File: src/rtl/emspfm_pkg.sv
`timescale 1ns / 1ps

package emspfm_pkg;

	// Command codes
	localparam logic [1:0] CMD_REG_READ  = 2'd0;
	localparam logic [1:0] CMD_REG_WRITE = 2'd1;
	localparam logic [1:0] CMD_MEM_READ  = 2'd2;
	localparam logic [1:0] CMD_MEM_WRITE = 2'd3;

	localparam int unsigned FRAME_SLOTS = 4;
	localparam int unsigned SLOT_BITS   = $clog2(FRAME_SLOTS);
	localparam int unsigned NUM_REGS    = 2 * FRAME_SLOTS;
	localparam int unsigned REG_BITS    = $clog2(NUM_REGS);
	localparam int unsigned PAGE_BITS   = 5;

	// Pages at or above this limit do not enable a slot.
	localparam logic [6:0] PAGE_LIMIT = 7'd24;

	// Frame window 0xD0000..0xDFFFF, backing RAM at 0xA0000, 16 KiB pages.
	localparam logic [3:0] FRAME_SEG   = 4'hd;
	localparam logic [5:0] BACKING_PFN = 6'h28;

	typedef struct packed {
		logic [1:0]  cmd;
		logic [15:0] port_addr;
		logic [19:0] mem_addr;
		logic [7:0]  data_in;
	} req_t;

	typedef struct packed {
		logic [7:0]  reg_value;
		logic        mapped;
		logic [19:0] phys_addr;
		logic        ram_write;
		logic [7:0]  ram_data;
	} rsp_t;

	// Mapping register write toward the register file
	typedef struct packed {
		logic                en;
		logic [REG_BITS-1:0] idx;
		logic [7:0]          data;
	} reg_wr_t;

	// Slot lookup result from the register file
	typedef struct packed {
		logic                 valid;
		logic [PAGE_BITS-1:0] page;
	} slot_t;

endpackage

File: src/rtl/emspfm_regfile.sv
`timescale 1ns / 1ps

module emspfm_regfile (
	input  logic                                clk,
	input  logic                                arst_n,
	input  emspfm_pkg::reg_wr_t                 wr,
	input  logic [emspfm_pkg::REG_BITS-1:0]     rd_idx,
	output logic [7:0]                          rd_data,
	input  logic [emspfm_pkg::SLOT_BITS-1:0]    slot_idx,
	output emspfm_pkg::slot_t                   slot
);

	logic [7:0]        map_regs_q [emspfm_pkg::NUM_REGS];
	emspfm_pkg::slot_t slots_q    [emspfm_pkg::FRAME_SLOTS];

	logic                                  wr_bank;
	logic [emspfm_pkg::SLOT_BITS-1:0]      wr_slot;
	emspfm_pkg::slot_t                     wr_entry;

	// Bank 1 adds 128 to the page, which is always past the limit.
	assign wr_bank = wr.idx[emspfm_pkg::REG_BITS-1];
	assign wr_slot = wr.idx[emspfm_pkg::SLOT_BITS-1:0];

	always_comb begin
		wr_entry.valid = wr.data[7] && !wr_bank && (wr.data[6:0] < emspfm_pkg::PAGE_LIMIT);
		wr_entry.page  = wr_entry.valid ? wr.data[emspfm_pkg::PAGE_BITS-1:0] : '0;
	end

	always_ff @(posedge clk or negedge arst_n) begin
		if (!arst_n) begin
			for (int i = 0; i < emspfm_pkg::NUM_REGS; i++) begin
				map_regs_q[i] <= '0;
			end
			for (int i = 0; i < emspfm_pkg::FRAME_SLOTS; i++) begin
				slots_q[i] <= '0;
			end
		end else if (wr.en) begin
			map_regs_q[wr.idx] <= wr.data;
			slots_q[wr_slot]   <= wr_entry;
		end
	end

	assign rd_data = map_regs_q[rd_idx];
	assign slot    = slots_q[slot_idx];

endmodule

File: src/rtl/emspfm_xlate.sv
`timescale 1ns / 1ps

module emspfm_xlate (
	input  emspfm_pkg::req_t                    req,
	output logic [emspfm_pkg::REG_BITS-1:0]     rd_idx,
	input  logic [7:0]                          rd_data,
	output logic [emspfm_pkg::SLOT_BITS-1:0]    slot_idx,
	input  emspfm_pkg::slot_t                   slot,
	output emspfm_pkg::reg_wr_t                 wr,
	output emspfm_pkg::rsp_t                    rsp
);

	logic       frame_hit;
	logic       is_mem;
	logic [5:0] pfn;

	// Register index is {bit 4, bits 15:14}; bit 4 selects the bank.
	assign rd_idx   = {req.port_addr[4], req.port_addr[15:14]};
	assign slot_idx = req.mem_addr[15:14];

	assign wr.en   = (req.cmd == emspfm_pkg::CMD_REG_WRITE);
	assign wr.idx  = rd_idx;
	assign wr.data = req.data_in;

	assign is_mem    = (req.cmd == emspfm_pkg::CMD_MEM_READ) ||
	                   (req.cmd == emspfm_pkg::CMD_MEM_WRITE);
	assign frame_hit = is_mem && (req.mem_addr[19:16] == emspfm_pkg::FRAME_SEG) && slot.valid;
	assign pfn       = emspfm_pkg::BACKING_PFN + {1'b0, slot.page};

	always_comb begin
		rsp           = '0;
		rsp.reg_value = (req.cmd == emspfm_pkg::CMD_REG_READ) ? rd_data : 8'h00;
		if (frame_hit) begin
			rsp.mapped    = 1'b1;
			rsp.phys_addr = {pfn, req.mem_addr[13:0]};
			if (req.cmd == emspfm_pkg::CMD_MEM_WRITE) begin
				rsp.ram_write = 1'b1;
				rsp.ram_data  = req.data_in;
			end
		end
	end

endmodule

File: src/rtl/ems_page_frame_mapper.sv
`timescale 1ns / 1ps

// Expanded-memory page frame mapper. Each request carries one command: read
// or write one of eight byte-wide mapping registers (index from port bits
// 15:14 plus bit 4 as bank), or pass a memory read or write through the
// 64 KiB frame at 0xD0000. Writing a register with bit 7 set and a page below
// PAGE_LIMIT in bank 0 enables frame slot (index mod 4); any other write
// disables that slot. A memory access that hits an enabled slot comes back
// with mapped set and phys_addr = 0xA0000 + page * 0x4000 + offset; a miss
// returns all zero fields and the host drives 0xFF on a read miss. Every
// request yields exactly one response. Timing: one request per cycle
// sustained while rsp_ready stays high; a request passes one input register,
// the register file lookup and translation, then a response register that
// drives response valid, and waits in either register while the response
// side stalls. Register writes take effect for the very next request. The
// response register decouples the two sides; ready on the request side
// combinationally follows rsp_ready when both stages are full.
module ems_page_frame_mapper (
	input  logic               clk,
	input  logic               arst_n,
	input  logic               req_valid,
	output logic               req_ready,
	input  emspfm_pkg::req_t   req,
	output logic               rsp_valid,
	input  logic               rsp_ready,
	output emspfm_pkg::rsp_t   rsp
);

	logic                                  valid_s1;
	emspfm_pkg::req_t                      req_s1;
	logic                                  valid_s2;
	emspfm_pkg::rsp_t                      rsp_s2;

	logic                                  adv_s1;
	logic                                  adv_s2;
	logic [emspfm_pkg::REG_BITS-1:0]       rd_idx;
	logic [7:0]                            rd_data;
	logic [emspfm_pkg::SLOT_BITS-1:0]      slot_idx;
	emspfm_pkg::slot_t                     slot;
	emspfm_pkg::reg_wr_t                   wr_raw;
	emspfm_pkg::reg_wr_t                   wr;
	emspfm_pkg::rsp_t                      rsp_next;

	// Advance the response stage when it is empty or being drained.
	assign adv_s2    = !valid_s2 || rsp_ready;
	// Stage 1 moves on only into a free response slot.
	assign adv_s1    = valid_s1 && adv_s2;
	assign req_ready = !valid_s1 || adv_s2;

	// Input register: hold the request while the response side stalls.
	always_ff @(posedge clk or negedge arst_n) begin
		if (!arst_n) begin
			valid_s1 <= 1'b0;
		end else if (req_ready) begin
			valid_s1 <= req_valid;
		end
	end

	always_ff @(posedge clk) begin
		if (req_valid && req_ready) begin
			req_s1 <= req;
		end
	end

	emspfm_xlate u_xlate (
		.req      (req_s1),
		.rd_idx   (rd_idx),
		.rd_data  (rd_data),
		.slot_idx (slot_idx),
		.slot     (slot),
		.wr       (wr_raw),
		.rsp      (rsp_next)
	);

	// Commit a register write only when its request leaves stage 1, so a
	// stalled write is applied exactly once.
	always_comb begin
		wr    = wr_raw;
		wr.en = wr_raw.en && adv_s1;
	end

	emspfm_regfile u_regfile (
		.clk      (clk),
		.arst_n   (arst_n),
		.wr       (wr),
		.rd_idx   (rd_idx),
		.rd_data  (rd_data),
		.slot_idx (slot_idx),
		.slot     (slot)
	);

	// Response register
	always_ff @(posedge clk or negedge arst_n) begin
		if (!arst_n) begin
			valid_s2 <= 1'b0;
		end else if (adv_s2) begin
			valid_s2 <= valid_s1;
		end
	end

	always_ff @(posedge clk) begin
		if (adv_s1) begin
			rsp_s2 <= rsp_next;
		end
	end

	assign rsp_valid = valid_s2;
	assign rsp       = rsp_s2;

`ifndef NO_ASSERTIONS
	// A RAM store is only ever issued for a translated access.
	a_write_needs_map: assert property (@(posedge clk) disable iff (!arst_n)
		rsp_valid && rsp.ram_write |-> rsp.mapped)
		else $error("ram_write without mapped");

	// Translated addresses always land in backing RAM at or above 0xA0000.
	a_phys_in_backing: assert property (@(posedge clk) disable iff (!arst_n)
		rsp_valid && rsp.mapped |-> rsp.phys_addr[19:16] >= 4'ha)
		else $error("translated address below backing RAM");

	// A register read result never carries memory side effects.
	a_reg_read_clean: assert property (@(posedge clk) disable iff (!arst_n)
		rsp_valid && (rsp.reg_value != 8'h00) |-> !rsp.mapped && !rsp.ram_write)
		else $error("register value mixed with memory response");

	// A request held in stage 1 reaches the response register once it frees.
	a_s1_drains: assert property (@(posedge clk) disable iff (!arst_n)
		valid_s1 && adv_s2 |=> valid_s2)
		else $error("stage 1 request lost");
`endif

endmodule

File: config.mk
export PLATFORM = sky130hd
export DESIGN_NAME = ems_page_frame_mapper
export DESIGN_NICKNAME = d
export VERILOG_FILES = /design/src/rtl/emspfm_pkg.sv /design/src/rtl/emspfm_regfile.sv /design/src/rtl/emspfm_xlate.sv /design/src/rtl/ems_page_frame_mapper.sv
export SDC_FILE = /design/constraint.sdc
export NUM_CORES = 1
export LEC_CHECK = 0
export CAP_MARGIN = 0
export CORE_ASPECT_RATIO = 0.5
export CORE_UTILIZATION = 55
export CTS_CLUSTER_SIZE = 16
export DETAILED_ROUTE_END_ITERATION = 10
export DONT_BUFFER_PORTS = 1
export PLACE_DENSITY = 0.83
export SLEW_MARGIN = 20
export SYNTH_ARGS = -nofsm -noshare
export SYNTH_HDL_FRONTEND = slang
export SYNTH_SLANG_ARGS = --single-unit
File: constraint.sdc
create_clock -name clk -period 2.3 [get_ports clk]
set_clock_uncertainty 0.2 [all_clocks]
set_input_delay 0.46 -clock clk [delete_from_list [all_inputs] [get_ports clk]]
set_output_delay 0.46 -clock clk [all_outputs]
set_load 0.01 [all_outputs]
# == Word level (Yosys, flattened, before mapping) ==
# Index checks and enable logic that the tools add are counted.
# totals
memories,0
ram_bits,0
romBits,0
word_cells,73
inputBits,50
output_inout_bits,40
ff_bits,174
latchBits,0
# op_classes
shift,0
mux,15
mul,0
add_sub_neg,1
n_div,0
n_bitwise,3
n_reduce_logical,17
n_eq_ne,4
magnitude_cmp,6
# op_table
op,count
bitwise mux 64 bit,1
two-way mux 30 bit,1
binary-select mux 8 bit (select 3 bit),1
bitwise mux 24 bit,1
demux 8 bit (select 3 bit),1
two-way mux 8 bit,3
two-way mux 6 bit,3
binary-select mux 6 bit (select 2 bit),1
demux 6 bit (select 2 bit),1
logical AND 1 bit,9
two-way mux 9 bit,1
"< comparator 7 x 5 -> 1 bit, second input constant",1
"adder 6 x 5 -> 6 bit, first input constant",1
">= comparator 3 bit, second input constant",2
inverter 2 -> 3 bit,2
two-way mux 5 bit,1
"== test 2 bit, second input constant",2
"== test 4 bit, second input constant",1
">= comparator 4 bit, second input constant",1
"< comparator 4 x 1 -> 1 bit, second input constant",1
inverter 3 -> 4 bit,1
zero test 1 bit,3
logical OR 1 bit,3
"< comparator 3 x 1 -> 1 bit, second input constant",1
other kinds (3),3

# == Longest topological paths before layout ==
# Gate-level depths: netlist (run 1).
# depth
depth_word,6
mapped_depth,6
depth_no_buf,3

# == Hierarchy ==
# A second synthesis (run 1) with hierarchy kept.
# hier_totals
hier_cells,429
area_unflattened_um2,7185.6
# modules_own_cells
mod,cells_each,area_each_um2,instances,seq_area_each_um2
emspfm_regfile,268,4048.9,1,2202.1
ems_page_frame_mapper,93,2632.5,1,2572.5
emspfm_xlate,68,504.2,1,0.0

# == Worst setup path before layout (run 1) ==
# OpenSTA, ideal clock, no wires.
# synth_timing
kind,input to register
from,input rsp_ready
to,"register rsp_s2 (netlist bit rsp[0]), enable pin"
required_ns,1.701
path_buffers,1
setup_slack_ns,-0.210
cell_stages,3
arrival_time_ns,1.911
setup_time_ns,0.399
cell_sequence,nand2b_1 -> buf_2 -> and2_1
# synth_via
elab_chain_cells,2
# synth_lines
element,line,text
"start, declared",ems_page_frame_mapper.sv:25,"input logic rsp_ready,"
logical OR 1 bit,ems_page_frame_mapper.sv:45,assign adv_s2 = !valid_s2 || rsp_ready;
logical AND 1 bit,ems_page_frame_mapper.sv:47,assign adv_s1 = valid_s1 && adv_s2;
via adv_s1,ems_page_frame_mapper.sv:34,logic adv_s1;
"end signal, assigned",ems_page_frame_mapper.sv:103,rsp_s2 <= rsp_next;
"end, declared",ems_page_frame_mapper.sv:32,emspfm_pkg::rsp_t rsp_s2;
# The timed path passes the listed nets, and every way through them passes these cells.
# A chain may end at the register's enable or synchronous reset.

# == Worst setup path after layout (run 1) ==
# layout_timing
from,register req_s1[45] (netlist bit)
to,register u_regfile.slots_q[21] (netlist bit)
# layout_via
elab_chain_cells,2
# layout_lines
element,line,text
"start, declared",ems_page_frame_mapper.sv:30,emspfm_pkg::req_t req_s1;
"start signal, assigned",ems_page_frame_mapper.sv:61,req_s1 <= req;
== test 2 x 1 -> 1 bit,emspfm_xlate.sv:21,assign wr.en = (req.cmd == emspfm_pkg::CMD_REG_WRITE);
logical AND 1 bit,ems_page_frame_mapper.sv:79,wr.en = wr_raw.en && adv_s1;
"end signal, assigned by index",emspfm_regfile.sv:39,slots_q[wr_slot] <= wr_entry;
"end, declared",emspfm_regfile.sv:14,emspfm_pkg::slot_t slots_q [emspfm_pkg::FRAME_SLOTS];
# Every way passes these cells.

==> results by group, run 1 <==
CTS
  • CTS clk-pin slew, worst paths: 0.06 ns
  • Clock tree buffer depth: 2
  • CTS H-tree lvls: 4
  • # resized after CTS: 0
  • Number of setup buffers added after CTS: 0
  • Clock sink count: 161
  • Clk Latency, worst-skew pair: 0.42 ns
  • Clock root buffer: clkbuf_16
  • Number of buffers created by CTS: 17
  • Hold_buf cts: 34
  • CTS tree: built

Critical path
  • Register-to-Register Path Depth: 4
  • Crit Path Max Fanout: 12
  • Crit Path Category: register to register
  • RR Startpoint: req_s1[45]$_DFFE_PP_
  • Critical path depth: 4
  • Crit path cell chain: nor2b_1 -> buf_4 -> nand4_1 -> mux2_1
  • WP buf/inv: 1
  • Crit path largest cell delay: 0.51 ns
  • Cell family with most CP delay: simple AND/OR/NAND/NOR gates
  • Crit path arrival time: 2.22 ns
  • Worst Path Required: 2.40 ns
  • CP max-delay cell: edfxtp_1
  • Crit. End Element: register
  • Reg-to-reg endpoint: u_regfile.slots_q[21]$_DFFE_PN0P_
  • Critical Path Sink: u_regfile.slots_q[21]$_DFFE_PN0P_
  • Critical Path Source Type: register
  • FF-to-FF setup slack: 0.18 ns
  • Critical path startpoint: req_s1[45]$_DFFE_PP_

Power and ir drop
  • P_leak: 3.468 nW
  • Power per cell area: 868.9 nW/um^2
  • VDD IR max: 599.1 uV
  • Final Power: 6.857 mW

Placed design
  • Post-place setup slack: 0.2025 ns
  • Placed wire-length estimate: 7.952 mm
  • Placed Area: 6978 um^2
  • PortBufs: 0
  • Cell count after placement: 561
  • Gpl congestion: 0.7566

Detailed routing
  • DR vias/cell: 5.796
  • Post-route ant nets: 0
  • Total Wirelength: 12.79 mm
  • WL/cell: 20.41 um
  • Vias: 3,634
  • Initial DRC count: 179
  • DRC viols: 0
  • First-pass detailed-route iteration total: 6

Status
  • Failing checks: negative hold slack
  • Outcome: complete, but fails checks

Die
  • Initial Util: 0.5685
  • Die footprint: 12,790 um^2
  • Die Y-Extent: 80.46 um
  • Core Area: 11,910 um^2
  • Chip Width: 158.9 um
  • Std-Cell Rows: 28
  • Num ports: 90

Yosys
  • #FFs+latches synth: 161
  • Syn Nets: 460
  • Area contributors post-synth: dfrtp_1 (33%), edfxtp_1 (31%), mux2_1 (14%), mux4_2 (4.7%), and2_1 (2.1%)
  • Top cell type's share of synthesized area: 0.3326
  • Most frequent cells after synthesis: dfrtp_1 (90), mux2_1 (86), edfxtp_1 (71)
  • EDFF count, synth: 71
  • Synth cell types: 37
  • Post-Synthesis Cell Area: 6771 um^2
  • Syn Inst Count: 409
  • Cell taking the most area after synthesis: dfrtp_1
  • Average size of a mapped cell: 16.56 um^2
  • Most common cell in the synthesized netlist: dfrtp_1
  • Ys flop type: dfrtp_1
  • YS warnings: 0
  • FFs w/ async S/R, synth: 0.5590
  • Post-synthesis sequential area ratio: 0.6475

Cells and area
  • Fin util: 0.6625
  • Design area: 7891 um^2
  • Post-Layout Cell Count: 627
  • Layout cells sized above 1: 0.1797
  • Fin nets: 500
  • Diode count: 0
  • Area growth, synth to finish: 16.54%

STA
  • Least-Margin Pin Slew: 0.8876 ns
  • Final min period: 2.123 ns
  • RSZ-0062 raised after global routing: false
  • Slew margin rel.: 0.4083
  • Final WS setup: 0.1769 ns
  • Final Hold Violating Endpoints: 90
  • Fin crit share: 0.9231
  • Setup TNS: 0 ns
  • Worst hold slack: -0.4699 ns
  • Final Max Slew Viols: 0
  • Achievable Freq: 471.0 MHz
  • Setup Viol. Count Final: 0

Global route
  • Global-route usage over all layers: 0.2179
  • Initial antenna violation count: 0
  • Remaining Overflow, GRT: 0
  • Number of global-route vias before repair: 3,732
  • First-pass GRT wire length: 20.68 mm
  • Largest net degree at the start of global routing: 91

Hold path
  • Min-delay worst type: input pin to async pin

Flow run
  • Max Cap Viol: 0
placed cells by master (no fill, tap or decap), types with 4 or more instances in the layout:
master,Yosys,routed
dfrtp_1,90,90
mux2_1,86,86
edfxtp_1,71,71
dlygate4sd3_1,0,34
and2_1,23,21
clkbuf_16,0,17
mux4_2,14,14
buf_4,3,14
and3_1,12,12
nand4_2,8,8
mux2i_1,8,8
a21oi_1,8,8
nand3b_1,7,7
o2bb2ai_1,6,6
o22a_1,6,6
inv_6,0,6
nor2b_1,5,5
nor3b_2,4,4
nor2_1,4,4
sequential cells by signal, indices dropped and copies added (netlist names):
| register | cells |
|---|---|
| rsp_valid | 1 |
| u_regfile.slots_q | 24 |
| rsp | 38 |
| u_regfile.map_regs_q | 64 |
| req_s1 | 33 |
| valid_s1 | 1 |
kinds of logic (layout without fill, tap and decap cells):
family,after synthesis,count (layout),synth area share
muxes,110,110,0.2047
DFF,161,161,0.6474
adders and majority gates,1,1,0.001847
and+or+nand+nor,86,86,0.09978
AOI/OAI and AO/OA,22,22,0.02439
buffers and inverters,29,82,0.02180
worst min-delay path by stage:
stage	start	to	slack [ns]	depth (start not counted)
4_1_cts	arst_n	u_regfile.map_regs_q[40]$_DFFE_PN0P_	-0.48	0
6_report	arst_n	u_regfile.map_regs_q[41]$_DFFE_PN0P_	-0.47	0
3_3_place_gp	arst_n	u_regfile.map_regs_q[41]$_DFFE_PN0P_	-0.03	0
5_1_grt	arst_n	u_regfile.map_regs_q[48]$_DFFE_PN0P_	-0.49	0
2_1_floorplan	arst_n	rsp_valid$_DFFE_PN0P_	-0.04	0
3_5_place_dp	arst_n	u_regfile.map_regs_q[41]$_DFFE_PN0P_	-0.03	0
where the power goes:
part | switching (mW) | internal [mW]
Combinational | 0.251 | 0.314
Clock | 1.21 | 1.52
Sequential | 0.205 | 3.36
Total | 1.66 | 5.20
layer usage:
metal / share of wire / wire length (um) / GRT usage / vias up
met5: 0 / 0 / 0 / -
met4: 0.011 / 136 / 0.07308 / 0
met3: 0.041 / 530 / 0.05424 / 15
met2: 0.48 / 6145 / 0.3500 / 91
met1: 0.47 / 5982 / 0.2943 / 1899
li1: - / - / - / 1629
cell type report:
class	count	area, um^2
fillers	782	4020
multi-input cells	219	2242
flip-flops and latches	161	4384
well taps	165	206.4
clock inverters	15	147.6
repair buffers	50	485.5
clock buffers	17	425.4
Power figures use the tool's default switching activity.
==> run 2: changes to the inputs <==
SYNTH_HIERARCHICAL = 1   (was default)
==> results by group, run 2 <==
Status
  • Outcome: complete, but fails checks (unchanged)
  • Failing checks: negative hold slack (unchanged)

Critical path
  • Crit path arrival time: 2.40 ns (was 2.22 ns)
  • Crit. End Element: register (unchanged)
  • Crit Path Max Fanout: 8 (was 12)
  • Worst Path Required: 2.40 ns (about the same)
  • Crit path largest cell delay: 0.48 ns (was 0.51 ns)
  • Critical Path Source Type: register (unchanged)
  • Crit path cell chain: and2b_2 -> and3_1 -> or3b_4 -> nor2_8 -> mux2_2 (was nor2b_1 -> buf_4 -> nand4_1 -> mux2_1)
  • Crit Path Category: register to register (unchanged)
  • CP max-delay cell: or3b_4 (was edfxtp_1)

Die
  • Die footprint: 12,830 um^2 (was 12,790 um^2)
  • Num ports: 90 (unchanged)
  • Die Y-Extent: 80.60 um (was 80.46 um)
  • Core Area: 11,910 um^2 (unchanged)
  • Chip Width: 159.2 um (was 158.9 um)
  • Std-Cell Rows: 28 (unchanged)
  • Initial Util: 0.5705 (was 0.5685)

CTS
  • Hold_buf cts: 34 (unchanged)
  • Clock root buffer: clkbuf_16 (unchanged)
  • CTS clk-pin slew, worst paths: 0.06 ns (about the same)
  • Clock tree buffer depth: 2 (unchanged)
  • Clock sink count: 161 (unchanged)
  • CTS tree: built (unchanged)
  • Number of buffers created by CTS: 17 (unchanged)
  • Clk Latency, worst-skew pair: 0.42 ns (about the same)
  • CTS H-tree lvls: 4 (unchanged)

STA
  • Least-Margin Pin Slew: 0.7810 ns (was 0.8876 ns)
  • Worst hold slack: -0.4585 ns (was -0.4699 ns)
  • Setup Viol. Count Final: 0 (unchanged)
  • Final Max Slew Viols: 0 (unchanged)
  • Final Hold Violating Endpoints: 90 (unchanged)
  • Final min period: 2.298 ns (was 2.123 ns)
  • Achievable Freq: 435.1 MHz (was 471.0 MHz)
  • Fin crit share: 0.9992 (was 0.9231)
  • Slew margin rel.: 0.4790 (was 0.4083)

Placed design
  • Cell count after placement: 563 (was 561)
  • PortBufs: 0 (unchanged)
  • Placed wire-length estimate: 7.750 mm (was 7.952 mm)
  • Gpl congestion: 0.7263 (was 0.7566)

Global route
  • Number of global-route vias before repair: 3,885 (was 3,732)
  • Global-route usage over all layers: 0.2373 (was 0.2179)
  • First-pass GRT wire length: 22.11 mm (was 20.68 mm)
  • Largest net degree at the start of global routing: 91 (unchanged)
  • Initial antenna violation count: 0 (unchanged)
  • Remaining Overflow, GRT: 0 (unchanged)

Power and ir drop
  • Power Internal: 5.491 mW (was 5.196 mW)
  • Combinational share of power: 0.090 (was 0.082)
  • P_sw: 1.551 mW (was 1.661 mW)
  • Switching share of total power: 0.2202 (was 0.2422)
  • Final Power: 7.042 mW (was 6.857 mW)
  • Seq pwr share: 0.508 (was 0.520)
  • P_leak: 3.377 nW (was 3.468 nW)
  • Power per cell area: 893.0 nW/um^2 (was 868.9 nW/um^2)
  • VDD IR max: 584.3 uV (was 599.1 uV)
  • Clock power share: 0.402 (was 0.397)

Hold path
  • Min-delay worst type: input pin to async pin (unchanged)

Cells and area
  • Storage cell area: 4384 um^2 (unchanged)
  • Most frequent cells in the layout: dfrtp_1 (90), edfxtp_1 (71), mux2_2 (71) (was dfrtp_1 (90), mux2_1 (86), edfxtp_1 (71))
  • Fin nets: 503 (was 500)
  • Area occupied by multi-input gates: 2133 um^2 (was 2242 um^2)
  • Layout cells sized above 1: 0.3183 (was 0.1797)
  • Max reg flops: 64 (unchanged)
  • Area growth, synth to finish: 16.06% (was 16.54%)
  • Leading cell type in the layout, fill and taps excluded: dfrtp_1 (unchanged)
  • Diode count: 0 (unchanged)
  • Reg with most FFs: u_regfile/map_regs_q (was u_regfile.map_regs_q)
  • Post-Layout Cell Count: 630 (was 627)
  • # fillers: 748 (was 782)

Yosys
  • Post-Synthesis Cell Area: 6795 um^2 (was 6771 um^2)
  • YS warnings: 6 (was 0)
  • Average size of a mapped cell: 16.33 um^2 (was 16.56 um^2)
  • Syn Nets: 467 (was 460)
  • Syn Inst Count: 416 (was 409)

Detailed routing
  • Initial DRC count: 297 (was 179)
  • DR vias/cell: 5.989 (was 5.796)
  • First-pass detailed-route iteration total: 5 (was 6)
  • Total Wirelength: 14.17 mm (was 12.79 mm)
  • Post-route ant nets: 0 (unchanged)
  • DRC viols: 0 (unchanged)
  • WL/cell: 22.49 um (was 20.41 um)
  • Vias: 3,773 (was 3,634)

Flow run
  • Max Cap Viol: 0 (unchanged)
[run 2: worst paths after layout]
check,from,end,slack [ns],cells after the start
setup reg to reg,req_s1[45]$_DFFE_PP_,u_regfile/map_regs_q[24]$_DFFE_PN0P_,0.002,5
max in group asynchronous,arst_n,u_regfile/slots_q[2]$_DFFE_PN0P_,2.22,0
setup / recovery,req_s1[45]$_DFFE_PP_,u_regfile/map_regs_q[24]$_DFFE_PN0P_,0.002,5
hold reg to reg,u_regfile/slots_q[4]$_DFFE_PN0P_,u_regfile/slots_q[4]$_DFFE_PN0P_,0.28,2
hold / removal,arst_n,u_regfile/map_regs_q[0]$_DFFE_PN0P_,-0.46,0
min in group clk,rsp_ready,valid_s1$_DFFE_PN0P_,0.07,2
[run 2: worst max-delay path: cells and delay by family (launching register included)]
| kind | cells | cell delay [ns] |
|---|---|---|
| flip-flops | 1 | 0.44 |
| multiplexers | 1 | 0.36 |
| AND/OR/NAND/NOR | 4 | 1.17 |
[run 2: final cells by class]
cell class,instances,share of cell area
Sequential cell,161,0.5559
Tap cell,165,0.02618
Clock inverter,11,0.01745
Timing Repair Buffer,58,0.07235
Multi-Input combinational cell,213,0.2705
Inverter,1,0.0004760
Clock buffer,21,0.05712
[run 2: stage by stage]
stage,utilization,instance area [um^2],worst slack [ns],setup TNS [ns],hold slack (ns)
detailed placement,0.5829,6943,-0.0006219,-0.0006219,-0.03207
global route,0.6621,7886,-0.002111,-0.002111,-0.4853
finish,0.6621,7886,0.001891,0,-0.4585
CTS,0.6610,7874,0.01919,0,-0.4774
floorplan,-,6795,0.01564,0,-0.03559
global placement,0.5829,6943,0.03499,0,-0.03223
[run 2: timing repair]
action	CTS	global route
setup endpoints to repair	16	31
resized for setup	1	2
hold endpoints to repair	124	90
setup buffers	0	1
[run 2: power by group through the flow]
| stage | clock network (mW) | registers, mW | logic (mW) |
|---|---|---|---|
| after floorplan | 0 | 3.53 | 0.510 |
| after global placement | 0 | 3.60 | 0.546 |
| after detailed placement | 0 | 3.62 | 0.571 |
| after CTS | 2.84 | 3.57 | 0.627 |
| after global routing | 2.99 | 3.62 | 0.682 |
| final | 2.83 | 3.58 | 0.634 |
[run 2: per-layer routing]
layer | vias to the layer above | global-route usage | wire (um) | share of wire
li1 | 1623 | - | - | -
met1 | 1967 | 0.2932 | 5781 | 0.41
met2 | 155 | 0.4000 | 7121 | 0.50
met3 | 28 | 0.06715 | 874 | 0.062
met4 | 0 | 0.09808 | 388 | 0.027
met5 | - | 0 | 0 | 0
==> run 3: changes to the inputs <==
CORE_UTILIZATION = 57   (was 55)
PLACE_DENSITY = 0.85   (was 0.83)
SLEW_MARGIN = default   (was 20)
==> results by group, run 3 (synthesis gave the netlist of run 2 again) <==
Power and ir drop
  • Power per cell area: 936.6 nW/um^2 (was 893.0 nW/um^2)
  • P_leak: 3.401 nW (was 3.377 nW)
  • VDD IR max: 580.6 uV (was 584.3 uV)

Cells and area
  • Layout cells sized above 1: 0.3269 (was 0.3183)
  • Leading cell type in the layout, fill and taps excluded: dfrtp_1 (unchanged)
  • Most frequent cells in the layout: dfrtp_1 (90), edfxtp_1 (71), mux2_2 (70) (was dfrtp_1 (90), edfxtp_1 (71), mux2_2 (71))
  • Area growth, synth to finish: 16.70% (was 16.06%)
  • Reg with most FFs: u_regfile/map_regs_q (unchanged)
  • Fin util: 0.7028 (was 0.6621)
  • Max reg flops: 64 (unchanged)
  • # fillers: 602 (was 748)
  • Fin nets: 503 (unchanged)

Die
  • Chip Width: 156.4 um (was 159.2 um)
  • Num ports: 90 (unchanged)
  • Die footprint: 12,390 um^2 (was 12,830 um^2)
  • Initial Util: 0.6022 (was 0.5705)
  • Die Y-Extent: 79.21 um (was 80.60 um)
  • Core Area: 11,280 um^2 (was 11,910 um^2)
  • Std-Cell Rows: 27 (was 28)

Placed design
  • Gpl congestion: 0.7845 (was 0.7263)
  • Placed wire-length estimate: 8.257 mm (was 7.750 mm)
  • Post-place setup slack: -0.01878 ns (was -0.0006219 ns)
  • PortBufs: 0 (unchanged)

CTS
  • Clock tree buffer depth: 2 (unchanged)
  • Clock sink count: 161 (unchanged)
  • Number of buffers created by CTS: 17 (unchanged)
  • CTS tree: built (unchanged)
  • Clock root buffer: clkbuf_16 (unchanged)
  • CTS clk-pin slew, worst paths: 0.07 ns (was 0.06 ns)
  • CTS H-tree lvls: 4 (unchanged)
  • Hold_buf cts: 34 (unchanged)
  • Clk Latency, worst-skew pair: 0.43 ns (was 0.42 ns)

Detailed routing
  • WL/cell: 27.19 um (was 22.49 um)
  • Post-route ant nets: 0 (unchanged)
  • Initial DRC count: 409 (was 297)
  • DRC viols: 0 (unchanged)
  • DR vias/cell: 6.544 (was 5.989)
  • Vias: 4,090 (was 3,773)
  • First-pass detailed-route iteration total: 5 (unchanged)
  • Total Wirelength: 16.99 mm (was 14.17 mm)

STA
  • Setup Viol. Count Final: 5 (was 0)
  • Final min period: 2.319 ns (was 2.298 ns)
  • Slew margin rel.: 0.4598 (was 0.4790)
  • Worst hold slack: -0.4725 ns (was -0.4585 ns)
  • RSZ-0062 raised after global routing: true
  • Final Hold Violating Endpoints: 90 (unchanged)
  • Fin crit share: 1.008 (was 0.9992)
  • Achievable Freq: 431.2 MHz (was 435.1 MHz)
  • Final WS setup: -0.01899 ns (was 0.001891 ns)
  • Least-Margin Pin Slew: 0.8097 ns (was 0.7810 ns)
  • Final Max Slew Viols: 0 (unchanged)

Critical path
  • Crit Path Category: register to register (unchanged)
  • Crit Path Max Fanout: 8 (unchanged)
  • Worst Path Required: 2.41 ns (was 2.40 ns)
  • Reg-to-reg endpoint: u_regfile/map_regs_q[25]$_DFFE_PN0P_ (was u_regfile/map_regs_q[24]$_DFFE_PN0P_)
  • RR Startpoint: req_s1[45]$_DFFE_PP_ (unchanged)
  • Critical path startpoint: req_s1[45]$_DFFE_PP_ (unchanged)
  • Crit path arrival time: 2.43 ns (was 2.40 ns)
  • Critical Path Sink: u_regfile/map_regs_q[25]$_DFFE_PN0P_ (was u_regfile/map_regs_q[24]$_DFFE_PN0P_)
  • Register-to-Register Path Depth: 5 (unchanged)
  • FF-to-FF setup slack: -0.02 ns (was 0.002 ns)
  • Critical Path Source Type: register (unchanged)
  • Crit. End Element: register (unchanged)

Global route
  • Remaining Overflow, GRT: 0 (unchanged)
  • Initial antenna violation count: 1 (was 0)
  • First-pass GRT wire length: 25.19 mm (was 22.11 mm)
  • Largest net degree at the start of global routing: 91 (unchanged)
  • Number of global-route vias before repair: 4,307 (was 3,885)
  • Global-route usage over all layers: 0.2894 (was 0.2373)

Status
  • Failing checks: negative hold slack, negative setup slack (was negative hold slack)
  • Outcome: complete, but fails checks (unchanged)

Flow run
  • Max Cap Viol: 0 (unchanged)

Hold path
  • Min-delay worst type: input pin to async pin (unchanged)
==> run 3: stage by stage <==
step	std cells	TNS [ns]	total power, mW	hold WS (ns)	area [um^2]
floorplan	416	0	4.042	-0.03559	6795
global placement	557	0	4.142	-0.03126	6923
detailed placement	557	-0.1177	4.202	-0.03188	6923
CTS	623	0	7.297	-0.4798	7908
global route	625	-0.2232	7.629	-0.4929	7930
finish	625	-0.05351	7.427	-0.4725	7930
==> run 3: per-layer routing <==
metal	track usage	wire [um]	part of all wire
met5	0	0	0
met4	0.1833	751	0.044
met3	0.08952	1705	0.10
met2	0.4915	8354	0.49
met1	0.3227	6182	0.36
==> run 3: how the worst min path moves through the flow <==
stage,to,slack [ns]
global placement,u_regfile/map_regs_q[35]$_DFFE_PN0P_,-0.03
global route,u_regfile/map_regs_q[59]$_DFFE_PN0P_,-0.49
detailed placement,u_regfile/map_regs_q[59]$_DFFE_PN0P_,-0.03
floorplan,rsp_valid$_DFFE_PN0P_,-0.04
finish,u_regfile/map_regs_q[59]$_DFFE_PN0P_,-0.47
CTS,u_regfile/map_regs_q[59]$_DFFE_PN0P_,-0.48
==> run 3: layout make-up <==
class | instances | area [um^2] | area share
Sequential cell | 161 | 4384 | 0.5529
Multi-Input combinational cell | 213 | 2141 | 0.2700
Timing Repair Buffer | 58 | 558.0 | 0.07037
Clock buffer | 18 | 429.2 | 0.05412
Clock inverter | 14 | 212.7 | 0.02682
Tap cell | 159 | 198.9 | 0.02509
Inverter | 1 | 3.754 | 0.0004733
Antenna cell | 1 | 2.502 | 0.0003156
==> run 3: power by group <==
group	internal [mW]	leakage (nW)	total, mW	switching [mW]
Clock	1.93	0.304	3.14	1.22
Sequential	3.36	1.89	3.61	0.245
Combinational	0.409	1.21	0.677	0.267
Total	5.70	3.40	7.43	1.73
==> run 3: worst max-delay path, cell delays in order, from the launching register on <==
cell	delay [ns]
edfxtp_1	0.41
and2b_2	0.26
and3_4	0.20
or3b_4	0.46
nor2_8	0.29
mux2_2	0.39
==> run 3: repair_timing <==
action	CTS	global route
resized for setup	1	4
endpoints found under the setup margin	16	20
buffers inserted	0	1
pin swaps	0	1
endpoints found under the hold margin	124	90
